[src/design/awm_pkg.sv]
`timescale 1ns / 1ps

package awm_pkg;

  localparam logic [15:0] DWELL_MS_RESET    = 16'd300;
  localparam logic [9:0]  OVERHEAD_US_RESET = 10'd50;

  localparam int DIV_STEPS = 32;
  localparam int CNT_W     = $clog2(DIV_STEPS);
  localparam int RATE_W    = 11;
  localparam int ADDR_W    = 3;

  localparam logic REG_DWELL    = 1'b0;
  localparam logic REG_OVERHEAD = 1'b1;

  localparam logic [RATE_W-1:0] RATE_FLOOR = 11'd10;

  typedef struct packed {
    logic load;
    logic step;
    logic finish;
  } cmd_t;

  typedef struct packed {
    logic out_free;
  } status_t;

  typedef struct packed {
    logic [15:0] dwell_ms;
    logic [9:0]  overhead_us;
  } cfg_t;

  // HT rate in tenths of Mbps, 40 MHz doubling and short guard 10/9 folded in
  function automatic logic [RATE_W-1:0] mcs_rate(input logic [2:0] mcs,
                                                 input logic wide, input logic sg);
    logic [RATE_W-1:0] r;
    r = 11'd65;
    case ({wide, sg})
      2'b00: begin
        case (mcs)
          3'd0: r = 11'd65;   3'd1: r = 11'd130;  3'd2: r = 11'd195;  3'd3: r = 11'd260;
          3'd4: r = 11'd390;  3'd5: r = 11'd520;  3'd6: r = 11'd585;  default: r = 11'd650;
        endcase
      end
      2'b01: begin
        case (mcs)
          3'd0: r = 11'd72;   3'd1: r = 11'd144;  3'd2: r = 11'd216;  3'd3: r = 11'd288;
          3'd4: r = 11'd433;  3'd5: r = 11'd577;  3'd6: r = 11'd650;  default: r = 11'd722;
        endcase
      end
      2'b10: begin
        case (mcs)
          3'd0: r = 11'd130;  3'd1: r = 11'd260;  3'd2: r = 11'd390;  3'd3: r = 11'd520;
          3'd4: r = 11'd780;  3'd5: r = 11'd1040; 3'd6: r = 11'd1170; default: r = 11'd1300;
        endcase
      end
      default: begin
        case (mcs)
          3'd0: r = 11'd144;  3'd1: r = 11'd288;  3'd2: r = 11'd433;  3'd3: r = 11'd577;
          3'd4: r = 11'd866;  3'd5: r = 11'd1155; 3'd6: r = 11'd1300; default: r = 11'd1444;
        endcase
      end
    endcase
    return r;
  endfunction

  function automatic logic [RATE_W-1:0] legacy_rate(input logic [3:0] code);
    logic [RATE_W-1:0] r;
    case (code)
      4'd0, 4'd4:  r = 11'd10;
      4'd1, 4'd5:  r = 11'd20;
      4'd2, 4'd6:  r = 11'd55;
      4'd3, 4'd7:  r = 11'd110;
      4'd8:        r = 11'd480;
      4'd9:        r = 11'd240;
      4'd10:       r = 11'd120;
      4'd11:       r = 11'd60;
      4'd12:       r = 11'd540;
      4'd13:       r = 11'd360;
      4'd14:       r = 11'd180;
      default:     r = 11'd90;
    endcase
    return r;
  endfunction

endpackage

[src/design/wifi_airtime_occupancy_meter_top.sv]
`timescale 1ns / 1ps
// Channel   Direction  Handshake           Payload
// in        sink       in_valid/in_stall   mode, ht_format, mcs_index, wide_channel,
//                                          short_guard, legacy_rate, frame_length
// out       source     out_valid/out_stall airtime_us, busy_permille, frames_seen
// apb       slave      psel/penable/pready dwell_ms at 0x0, overhead_us at 0x4
//
// Each request runs one load, 32 steps of the shared restoring divider
// (frame airtime or busy/dwell), then a finish that registers the result.
// A request is taken while the previous result still waits on out_stall.
// Reset is asynchronous, active low; sums, tally and registers reset at once.
// A stalled output holds its result and the finished request waits behind it.

module wifi_airtime_occupancy_meter_top (
  input  logic                       clk_i,
  input  logic                       rst_ni,
  input  logic                       in_valid_i,
  output logic                       in_stall_o,
  input  logic                       mode_i,
  input  logic                       ht_format_i,
  input  logic [2:0]                 mcs_index_i,
  input  logic                       wide_channel_i,
  input  logic                       short_guard_i,
  input  logic [3:0]                 legacy_rate_i,
  input  logic [11:0]                frame_length_i,
  output logic                       out_valid_o,
  input  logic                       out_stall_i,
  output logic [15:0]                airtime_us_o,
  output logic [31:0]                busy_permille_o,
  output logic [31:0]                frames_seen_o,
  input  logic                       psel,
  input  logic                       penable,
  input  logic                       pwrite,
  input  logic [awm_pkg::ADDR_W-1:0] paddr,
  input  logic [31:0]                pwdata,
  output logic [31:0]                prdata,
  output logic                       pready
);

  awm_pkg::cfg_t    cfg_q;
  awm_pkg::cmd_t    cmd;
  awm_pkg::status_t status;
  logic             reg_sel;

  assign pready  = 1'b1;
  assign reg_sel = paddr[2];

  always_comb begin
    unique case (reg_sel)
      awm_pkg::REG_DWELL:    prdata = {16'b0, cfg_q.dwell_ms};
      awm_pkg::REG_OVERHEAD: prdata = {22'b0, cfg_q.overhead_us};
      default:               prdata = '0;
    endcase
  end

  always_ff @(posedge clk_i or negedge rst_ni) begin
    if (!rst_ni) begin
      cfg_q.dwell_ms    <= awm_pkg::DWELL_MS_RESET;
      cfg_q.overhead_us <= awm_pkg::OVERHEAD_US_RESET;
    end else if (psel && penable && pwrite && pready) begin
      unique case (reg_sel)
        awm_pkg::REG_DWELL:    cfg_q.dwell_ms    <= pwdata[15:0];
        awm_pkg::REG_OVERHEAD: cfg_q.overhead_us <= pwdata[9:0];
        default: ;
      endcase
    end
  end

  awm_ctrl u_ctrl (
    .clk_i      (clk_i),
    .rst_ni     (rst_ni),
    .in_valid_i (in_valid_i),
    .in_stall_o (in_stall_o),
    .status_i   (status),
    .cmd_o      (cmd)
  );

  awm_datapath u_datapath (
    .clk_i           (clk_i),
    .rst_ni          (rst_ni),
    .cmd_i           (cmd),
    .status_o        (status),
    .cfg_i           (cfg_q),
    .mode_i          (mode_i),
    .ht_format_i     (ht_format_i),
    .mcs_index_i     (mcs_index_i),
    .wide_channel_i  (wide_channel_i),
    .short_guard_i   (short_guard_i),
    .legacy_rate_i   (legacy_rate_i),
    .frame_length_i  (frame_length_i),
    .out_valid_o     (out_valid_o),
    .out_stall_i     (out_stall_i),
    .airtime_us_o    (airtime_us_o),
    .busy_permille_o (busy_permille_o),
    .frames_seen_o   (frames_seen_o)
  );

endmodule

[src/design/awm_ctrl.sv]
`timescale 1ns / 1ps

module awm_ctrl (
  input  logic             clk_i,
  input  logic             rst_ni,
  input  logic             in_valid_i,
  output logic             in_stall_o,
  input  awm_pkg::status_t status_i,
  output awm_pkg::cmd_t    cmd_o
);

  localparam logic [1:0] ST_IDLE = 2'd0;
  localparam logic [1:0] ST_RUN  = 2'd1;
  localparam logic [1:0] ST_HOLD = 2'd2;

  logic [1:0]               state_q, state_d;
  logic [awm_pkg::CNT_W-1:0] cnt_q, cnt_d;

  assign in_stall_o = (state_q != ST_IDLE);

  always_comb begin
    state_d = state_q;
    cnt_d   = cnt_q;
    cmd_o   = '0;
    unique case (state_q)
      ST_IDLE: begin
        if (in_valid_i) begin
          cmd_o.load = 1'b1;
          cnt_d      = '0;
          state_d    = ST_RUN;
        end
      end
      ST_RUN: begin
        cmd_o.step = 1'b1;
        cnt_d      = cnt_q + 1'b1;
        if (cnt_q == awm_pkg::CNT_W'(awm_pkg::DIV_STEPS - 1)) begin
          state_d = ST_HOLD;
        end
      end
      ST_HOLD: begin
        if (status_i.out_free) begin
          cmd_o.finish = 1'b1;
          state_d      = ST_IDLE;
        end
      end
      default: begin
        state_d = ST_IDLE;
      end
    endcase
  end

  always_ff @(posedge clk_i or negedge rst_ni) begin
    if (!rst_ni) begin
      state_q <= ST_IDLE;
      cnt_q   <= '0;
    end else begin
      state_q <= state_d;
      cnt_q   <= cnt_d;
    end
  end

endmodule

[src/design/awm_datapath.sv]
`timescale 1ns / 1ps

module awm_datapath (
  input  logic              clk_i,
  input  logic              rst_ni,
  input  awm_pkg::cmd_t     cmd_i,
  output awm_pkg::status_t  status_o,
  input  awm_pkg::cfg_t     cfg_i,
  input  logic              mode_i,
  input  logic              ht_format_i,
  input  logic [2:0]        mcs_index_i,
  input  logic              wide_channel_i,
  input  logic              short_guard_i,
  input  logic [3:0]        legacy_rate_i,
  input  logic [11:0]       frame_length_i,
  output logic              out_valid_o,
  input  logic              out_stall_i,
  output logic [15:0]       airtime_us_o,
  output logic [31:0]       busy_permille_o,
  output logic [31:0]       frames_seen_o
);

  logic        mode_q;
  logic [15:0] rem_q;
  logic [31:0] quo_q;
  logic [15:0] div_q;
  logic [31:0] busy_sum_q, frame_tally_q;
  logic        out_valid_q;
  logic [15:0] airtime_q;
  logic [31:0] permille_q, frames_q;

  logic [awm_pkg::RATE_W-1:0] rate_raw, rate;
  logic [18:0]                bits_x10;
  logic [16:0]                rem_sh;
  logic [15:0]                diff;
  logic                       ge;
  logic [15:0]                air;

  always_comb begin
    rate_raw = ht_format_i ? awm_pkg::mcs_rate(mcs_index_i, wide_channel_i, short_guard_i)
                           : awm_pkg::legacy_rate(legacy_rate_i);
    rate     = (rate_raw == '0) ? awm_pkg::RATE_FLOOR : rate_raw;
    // length * 80 = length * 64 + length * 16
    bits_x10 = ({7'b0, frame_length_i} << 6) + ({7'b0, frame_length_i} << 4);
    rem_sh   = {rem_q, quo_q[31]};
    ge       = (rem_sh >= {1'b0, div_q});
    diff     = rem_sh[15:0] - div_q;
    air      = quo_q[15:0] + {6'b0, cfg_i.overhead_us};
  end

  assign status_o.out_free = !out_valid_q || !out_stall_i;

  always_ff @(posedge clk_i) begin
    if (cmd_i.load) begin
      mode_q <= mode_i;
      rem_q  <= '0;
      if (mode_i) begin
        quo_q <= busy_sum_q;
        div_q <= (cfg_i.dwell_ms == '0) ? 16'd1 : cfg_i.dwell_ms;
      end else begin
        quo_q <= {13'b0, bits_x10};
        div_q <= {5'b0, rate};
      end
    end else if (cmd_i.step) begin
      rem_q <= ge ? diff : rem_sh[15:0];
      quo_q <= {quo_q[30:0], ge};
    end
  end

  always_ff @(posedge clk_i) begin
    if (cmd_i.finish) begin
      if (mode_q) begin
        airtime_q  <= '0;
        permille_q <= quo_q;
        frames_q   <= frame_tally_q;
      end else begin
        airtime_q  <= air;
        permille_q <= '0;
        frames_q   <= '0;
      end
    end
  end

  always_ff @(posedge clk_i or negedge rst_ni) begin
    if (!rst_ni) begin
      busy_sum_q    <= '0;
      frame_tally_q <= '0;
      out_valid_q   <= 1'b0;
    end else begin
      if (cmd_i.finish) begin
        out_valid_q <= 1'b1;
        if (mode_q) begin
          busy_sum_q    <= '0;
          frame_tally_q <= '0;
        end else begin
          busy_sum_q    <= busy_sum_q + {16'b0, air};
          frame_tally_q <= frame_tally_q + 32'd1;
        end
      end else if (!out_stall_i) begin
        out_valid_q <= 1'b0;
      end
    end
  end

  assign out_valid_o     = out_valid_q;
  assign airtime_us_o    = airtime_q;
  assign busy_permille_o = permille_q;
  assign frames_seen_o   = frames_q;

endmodule

[config.mk]
export PLATFORM = sky130hd
export DESIGN_NAME = wifi_airtime_occupancy_meter_top
export DESIGN_NICKNAME = d
export VERILOG_FILES = /design/src/design/awm_pkg.sv /design/src/design/wifi_airtime_occupancy_meter_top.sv /design/src/design/awm_ctrl.sv /design/src/design/awm_datapath.sv
export SDC_FILE = /design/constraint.sdc
export NUM_CORES = 1
export LEC_CHECK = 0
export BUFFER_PORTS_ARGS = -buffer_cell sky130_fd_sc_hd__buf_2
export CAP_MARGIN = 0
export CORE_UTILIZATION = 53
export CTS_BUF_LIST = sky130_fd_sc_hd__clkbuf_2 sky130_fd_sc_hd__clkbuf_4 sky130_fd_sc_hd__clkbuf_8
export DETAILED_ROUTE_END_ITERATION = 7
export PLACE_DENSITY = 0.83
export SYNTH_ARGS = -nofsm -noshare
export SYNTH_HDL_FRONTEND = slang
export SYNTH_SLANG_ARGS = --single-unit
[constraint.sdc]
create_clock -name clk_i -period 8 [get_ports clk_i]
set_input_delay 0 -clock clk_i [delete_from_list [all_inputs] [get_ports clk_i]]
set_output_delay 0 -clock clk_i [all_outputs]
set_load 0.05 [all_outputs]
==> run metrics <==
run status finished clean; GP Congestion 0.8914; Final period util 0.5249; worst r2r path cells 15; Synth cell types 87; Post-CTS Setup Bufs 0; Flop pwr share 0.372; initial antenna violation count 0; total grt overflow 0; Starting Density 0.5424; Tmin final 4.199 ns; Pleak slightly below 7 nW; Hold EP u_datapath.div_q[9]$_DFFE_PP_; CTS tree built; Worst-Margin Slew 1.183 ns; DRT Wirelength 31,320 um; Synth warnings 0; Internal 0.002965 W; RR Endpoint u_datapath.busy_sum_q[22]$_DFFE_PN0P_; Detail Placement HPWL 20,700 um; Via density 5.684; Async S/R FF share, synth 0.4033; EDFF count, synth around 130; Buffers & Inverters on Critical Path 0; Slew Viols, Final 0; Peak VDD IR 0.0002138 V; clock tree buffer depth 3; DR DRC count 0; Starting DRT DRC Count 852; post-synthesis sequential area ratio 0.4858; worst setup path class reg2reg; CTS Root Cell clkbuf_8; Pre-antenna DRT Iters 5; clk sinks 243; share of layout cells above drive strength 1 0.1936; DIE AREA 0.02649 mm2; Core Footprint 0.02525 mm2; CP arrival 4.69 ns; critical path peak fanout 9; first-pass GRT wire length 51,100 um; Critical Path End Type register; post-CTS sizing 0; Seq cells post-synth 243; worst reg2reg path startpoint u_datapath.quo_q[0]$_DFFE_PP_; ys flop type edfxtp_1; Site Rows between 50 and 60; vias in the first global route 10,220; Avg Cell Area, Syn 10.28 um2; DR vias 10,570; die width 162.8 um; antenna viol nets, final 0; n_diodes 0; H-tree depth 2; type of origin of the critical path register; largest net degree at the start of global routing 94; # Max-Cap Violations 0; commonest non-fill, non-tap cells in the layout 143 x buf_2, 130 x nand2_1, 129 x edfxtp_1; Sum Neg Setup Slack 0 ns; slowest stage delay, CP 0.44 ns; worst path required time 8.49 ns; per-cell routed wire length 16.85 um; sw power 0.001766 W; Hold Path Class in2reg; slowest CP cell ha_1; final setup vio count 0; commonest non-fill, non-tap cell in the layout buf_2; Register-to-Register Setup Slack 3.80 ns; Worst-Skew Late Latency 0.57 ns; Cell Chain, Critical Path ha_1 > fa_1 > a21o_1 > a21oi_1 > o21a_1 > o31ai_1 > xor2_1 > ha_1 > nand2_2 > o21ai_0 > a31oi_1 > a31o_2 > or2_1 > or3_1 > a21oi_1; GRT Resource Usage Total 0.2395; f_max 238.2 MHz; Die Ht ~160 um; worst hold stages 3; Worst slew margin 0.2081; cell family with most CP delay compound AO/OA/AOI/OAI gates; input/output buffers around 140; I/O Pins 180; hold wc startpoint legacy_rate_i[2]; fin nets 1,630; PD cells 301.0 mW/mm2; post-synthesis cell count 1,332; total power 0.004731 W; RSZ-0062 raised after global routing false; Post-Route Skew 0.03480 ns; clock network power share 0.240; Fin. Hold Viols 0; Worst-path clk slew about 0.070 ns; Num CTS Buffers 41; area delta synth->final 14.71%; Comb pwr share 0.389; CP startpoint u_datapath.quo_q[0]$_DFFE_PP_; Sw Ratio 0.3732; synthesized cell area 0.01370 mm2
==> per-layer routing <==
layer	global-route usage	part of all wire	up-vias
met1	0.3208	0.44	5071
li1	-	-	5075
met4	0.09813	0.034	0
met2	0.3843	0.46	341
met5	0	0	-
met3	0.04202	0.061	80
==> timing repair <==
action                                  4_1_cts  5_1_grt
hold endpoints to repair                     65        0
endpoints found under the setup margin        0        0
hold buffers                                 27        0
==> synth_stat cells, drive strengths merged (27+ instances only) <==
cell type | n | area, um2
a21oi | 67 | 354.1
and2 | 75 | 471.7
buf | 28 | 183.9
clkbuf | 46 | 172.7
dfrtp | 91 | 2277
edfxtp | 129 | 3874
ha | 65 | 813.3
inv | 52 | 195.2
mux2 | 38 | 427.9
nand2 | 132 | 500.5
nand3 | 49 | 262.8
nor2 | 79 | 296.5
nor2b | 34 | 212.7
o21ai | 94 | 474.2
xnor2 | 50 | 437.9
xor2 | 27 | 236.5
==> through the flow <==
step	hold WS, ns	worst slack, ns	utilization	area, um2	cells
detailed placement	-0.04182	3.883	0.5782	14600	1756
global route	0.07662	3.465	0.6222	15710	1859
global placement	-0.04648	3.961	0.5782	14600	1756
finish	0.03257	3.801	0.6222	15710	1859
floorplan	-0.2956	4.161	-	13750	1347
CTS	0.01134	3.852	0.6222	15710	1859
==> power groups by stage <==
stage               clock network [W]  logic [W]  registers (W)
finish                        0.00113    0.00184        0.00176
global route                  0.00120    0.00204        0.00178
CTS                           0.00115    0.00183        0.00175
detailed placement                  0    0.00180        0.00177
global placement                    0    0.00174        0.00176
floorplan                           0    0.00145        0.00171
==> worst max-delay path by stage <==
stage	to	cells past startpoint
floorplan	u_datapath.busy_sum_q[20]$_DFFE_PN0P_	8
global placement	u_datapath.busy_sum_q[22]$_DFFE_PN0P_	15
detailed placement	u_datapath.busy_sum_q[22]$_DFFE_PN0P_	15
CTS	u_datapath.busy_sum_q[22]$_DFFE_PN0P_	15
global route	u_datapath.busy_sum_q[24]$_DFFE_PN0P_	15
finish	u_datapath.busy_sum_q[22]$_DFFE_PN0P_	15
==> tightest hold or removal path: stages <==
cell and delay [ns]:
buf_2 0.22, a31oi_1 0.12, o21ai_0 0.13
==> sequential cells by signal, indices dropped and copies added (netlist names), 16 cells and up <==
name and count:
cfg_q 26, u_datapath.airtime_us_o 16, u_datapath.busy_permille_o 32, u_datapath.busy_sum_q 32, u_datapath.div_q 16, u_datapath.frame_tally_q 32
u_datapath.frames_seen_o 32, u_datapath.quo_q 32, u_datapath.rem_q 16
==> layout make-up <==
cell class / instances / area, um2
fillers: 2014 / 9540
flip-flops and latches: 243 / 6655
multi-input cells: 976 / 6540
repair buffers: 180 / 1071
clock buffers: 59 / 705.7
well taps: 330 / 412.9
inverters: 54 / 203.9
clock inverters: 17 / 125.1
==> cell families after synthesis <==
logic type | after synthesis | synth area share
buffers and inverters | 128 | 0.04083
adder cells (fa/ha/maj) | 69 | 0.06522
AND/OR/NAND/NOR | 471 | 0.1754
AO/OA/AOI/OAI | 284 | 0.1362
XOR/XNOR | 77 | 0.04923
multiplexers | 58 | 0.04677
flip-flops | 243 | 0.4858
other | 2 | 0.0005482
(Power assumes the default switching activity.)
